==> src/sv/ftvd_mul.sv <==
module ftvd_mul (
  input  logic        clk,
  input  logic [31:0] a,
  input  logic [31:0] b,
  output logic [63:0] p
);

  always_ff @(posedge clk) begin
    p <= a * b;
  end

endmodule

==> config.mk <==
export PLATFORM = sky130hd
export DESIGN_NAME = ftvd_mul
export DESIGN_NICKNAME = d
export VERILOG_FILES = /design/src/sv/ftvd_mul.sv
export SDC_FILE = /design/constraint.sdc
export NUM_CORES = 2
export LEC_CHECK = 0
export BUFFER_PORTS_ARGS = -buffer_cell sky130_fd_sc_hd__buf_2
export CAP_MARGIN = 40
export CORE_UTILIZATION = 42
export DETAILED_ROUTE_END_ITERATION = 6
export GPL_TIMING_DRIVEN = 0
export SYNTH_ARGS = -nofsm -noshare
export SYNTH_HDL_FRONTEND = slang
export SYNTH_SLANG_ARGS = --single-unit
==> constraint.sdc <==
create_clock -name clk -period 22.4 [get_ports clk]
set_input_delay 4.48 -clock clk [delete_from_list [all_inputs] [get_ports clk]]
set_output_delay 4.48 -clock clk [all_outputs]
set_load 0.02 [all_outputs]
# --- After elaboration in Yosys (flattened, before gate mapping) ---
# Cells that the tools add are included.
# Widths: inputs -> output; s select.
op_classes:
  n_mul: 1
ops:
  columns: ["cell", "count"]
  rows:
  - ["$mul 32x32->64", 1]
totals:
  reg_bits: 64
  inputBits: 65
  out_inout_bits: 64
  elab_cells: 2

# --- Logic depth before layout (Yosys ltp) ---
logic_depth:
  ltp_word: 1
  depth_mapped: 29
  depth_no_buf: 27

# --- Least setup slack after synthesis ---
# OpenSTA, ideal clock, no wires.
synth_timing:
  path_kind: "input port to flip-flop"
  start: "input a[25]"
  end: "register p[62]"
  setup_time_ns: 0.072
  arrival_time_ns: 11.161
  required_ns: 22.328
  setup_slack_ns: 11.167
  stages: 25
  n_path_buf: 2
  cell_sequence: "clkbuf_1 nand2_1 fa_1 inv_1 fa_1 inv_1 fa_1 inv_1 fa_1 fa_1 fa_1 fa_1 inv_1 fa_1 inv_1 ha_1 buf_2 nand4_1 or4_1 or3_1 a31oi_1 a31o_2 a211oi_1 o21ai_1 xor2_1"
synth_between:
  elab_chain_len: 1
synth_rtl:
  columns: ["item", "line_no", "text"]
  rows:
  - ["from (decl)", "3", "input logic [31:0] a,"]
  - ["$mul 32x32->64", "9", "p <= a * b;"]
  - ["to (signal assigned)", "9", null]
  - ["to (decl)", "5", "output logic [63:0] p"]
# No other way between the ends.

# --- Final worst setup path ---
layout_timing:
  start: "input b[11]"
  end: "register p[62]"
layout_between:
  elab_chain_len: 1
layout_rtl:
  columns: ["item", "line_no", "text"]
  rows:
  - ["from (decl)", "4", "input logic [31:0] b,"]
  - ["$mul 32x32->64", "9", null]
# No other way between the ends.

==> results.sh <==
export IMPL_syn_num_nets=4972
export IMPL_synthCells=3748
export IMPL_worstPathMaxFanout=10
export IMPL_endpoint_kind="flip-flop"
export IMPL_cp_start_kind="primary input"
export IMPL_post_drt_via_cell_ratio=5.40
export IMPL_ys_types=57
export IMPL_cts_hold_buf=0
export IMPL_layout_area_seq_mm2=0.00128
export IMPL_die_y_um=289
export IMPL_syn_area_per_cell_um2=9.25
export IMPL_netlist_area_mm2=0.0347
export IMPL_ys_seq_elements=64
export IMPL_cts_made_buffers=9
export IMPL_dr_pass1_iters=6
export IMPL_rsz0062_at_grt="no"
export IMPL_layout_min_cycle_time_ps=12730
export IMPL_synth_edf_count=0
export IMPL_start_util_pct=42.4
export IMPL_cp_common_cell="fa_1"
export IMPL_io_buffer_count=128
export IMPL_ys_seq_area_share_pct=3.69
export IMPL_max_slew_margin_pct=30.8
export IMPL_hp_class="in -> reg"
export IMPL_fillCellCount=8065
export IMPL_drtAntennaViolNets=0
export IMPL_clock_root_buffer="clkbuf_16"
export IMPL_cts_path_max_buffers=2
export IMPL_layout_drive_gt1_share_pct=5.67
export IMPL_async_reset_ff_share_pct=0
export IMPL_final_util_pct=46.1
export IMPL_ys_warn_count=0
export IMPL_cts_setup_buffers=0
export IMPL_vias=27200
export IMPL_cp_arrival_ps=13000
export IMPL_dieArea_mm2=0.0837
export IMPL_antenna_found_initial=17
export IMPL_synthFlopType="dfxtp_1"
export IMPL_dpl_hpwl_um=113000
export IMPL_fin_nets=5168
export IMPL_max_cap_violations=0
export IMPL_regMostFlops="p"
export IMPL_gp_congestion=1.07
export IMPL_fin_crit_sh_pct=56.8
export IMPL_slew_viol_final=0
export IMPL_cpMaxStageDelayCell="clkbuf_1"
export IMPL_route_detailed_drc=0
export IMPL_wl_per_cell_um=25.7
export IMPL_syn_to_final_growth_pct=8.85
export IMPL_cts_resized=0
export IMPL_multiInputGateArea_mm2=0.0293
export IMPL_finalSetupViolations=0
export IMPL_worstPathBufferInverterCount=8
export IMPL_die_w_um=289
export IMPL_status="finished, final reports clean"
export IMPL_grt_use_total_pct=31.9
export IMPL_largest_reg_flops=64
export IMPL_clk_pin_slew_ps=50
export IMPL_grt_pass1_wl_um=188000
export IMPL_h_tree_depth=3
export IMPL_hold_viol_final=0
export IMPL_reg_top3="p x64"
export IMPL_setup_tns_ps=0
export IMPL_path_class="in -> reg"
export IMPL_overflow=0
export IMPL_clkSinkCount=64
export IMPL_core_area_mm2=0.0818
export IMPL_slowest_delay_ps=790
export IMPL_tightestPinTransition_ps=1040
export IMPL_drtIter0Drc=2532
export IMPL_routed_wl_um=129000
export IMPL_grt_max_degree=13
export IMPL_cts_tree="done"
export IMPL_crit_family="adder cells"
export IMPL_clock_fmax_mhz=78.5
export IMPL_grt_pass1_vias=28200
export IMPL_io_pins=129
export IMPL_rows=105
export IMPL_worst_ep_required_time_ps=22670
through the flow:
step	instance area, um2	instances	setup slack [ps]	hold slack, ps
2_1_floorplan	34700	3748	11170	4610
3_3_place_gp	36700	4946	9360	4790
3_5_place_dp	37300	4999	9390	4800
4_1_cts	37700	5015	9770	4420
5_1_grt	37700	5019	9480	4440
6_report	37700	5028	9670	4460
final cells by class:
| class | count | share of cell area, % |
|---|---|---|
| multi-input cells | 2599 | 77.7 |
| inverters | 865 | 8.60 |
| repair buffers | 185 | 3.65 |
| well taps | 1070 | 3.55 |
| flip-flops and latches | 64 | 3.39 |
| plain buffers | 220 | 2.21 |
| clock buffers | 10 | 0.633 |
| clock inverters | 6 | 0.245 |
| diodes | 9 | 0.0597 |
routing by layer:
layer | part of all wire, % | global-route usage [%]
met2 | 45 | 49.3
met3 | 9.5 | 5.22
met1 | 38 | 41.6
met4 | 7.8 | 20.6
met5 | 0 | 0
cells in the mapped netlist (2+ instances only):
cell	n	area, um2
a21o_1	40	300
o221a_2	2	22.5
o21ai_0	21	105
a31oi_1	12	75.1
nand4_1	23	144
dfxtp_1	64	1280
and3b_1	2	17.5
ha_1	263	3290
or2_2	3	18.8
a21boi_1	3	22.5
clkbuf_1	213	800
nand2b_1	2	12.5
nor2_1	20	75.1
xnor2_1	35	307
a311oi_1	2	17.5
nand2_1	480	1800
o211ai_1	2	15.0
or3_1	3	18.8
o31ai_1	2	15.0
and4_1	3	26.3
inv_1	865	3250
or4_1	3	22.5
nor2b_1	2	12.5
nor3_1	7	35.0
a21oi_2	3	26.3
fa_1	896	17900
o221ai_1	3	26.3
o21bai_1	10	75.1
a221o_1	4	40.0
a21oi_1	63	315
and3_1	14	87.6
buf_2	6	30.0
xor2_1	25	219
a211oi_1	3	22.5
a221oi_4	3	78.8
nand3_1	10	50.1
o31ai_4	3	63.8
o21ai_1	5	25.0
o21a_1	9	67.6
and2_1	602	3770
cells in the final DEF, fill, tap and decap left out, types with 10 or more instances in the layout:
cell	synthesis	layout
a31oi_1	12	12
nor2_1	20	20
a21o_1	40	40
nand2_1	480	480
and2_1	602	602
buf_6	0	32
o21bai_1	10	10
inv_1	865	865
buf_2	6	134
xnor2_1	35	35
ha_1	263	263
nand4_1	23	23
buf_8	0	25
fa_1	896	896
dfxtp_1	64	64
clkbuf_1	213	213
and3_1	14	14
xor2_1	25	25
nand3_1	10	10
a21oi_1	63	63
o21ai_0	21	21
path summary, 6_finish.rpt:
path,startpoint,endpoint,slack (ps),cells after the start
setup / recovery,b[11],p[62],9670,26
hold / removal,b[0],p[0],4460,2
cell families after synthesis:
kind of cell / Yosys count / share of synthesized area (%)
and+or+nand+nor: 1177 / 17.6
adders and majority gates: 1159 / 61.2
buffers and inverters: 1085 / 11.8
AOI/OAI and AO/OA: 202 / 4.15
DFF: 64 / 3.69
xor gates and xnor gates: 60 / 1.52
muxes: 1 / 0.0289
Power is not shown: default switching activity piles up to over one toggle a cycle in this logic, so the estimate is an artifact.
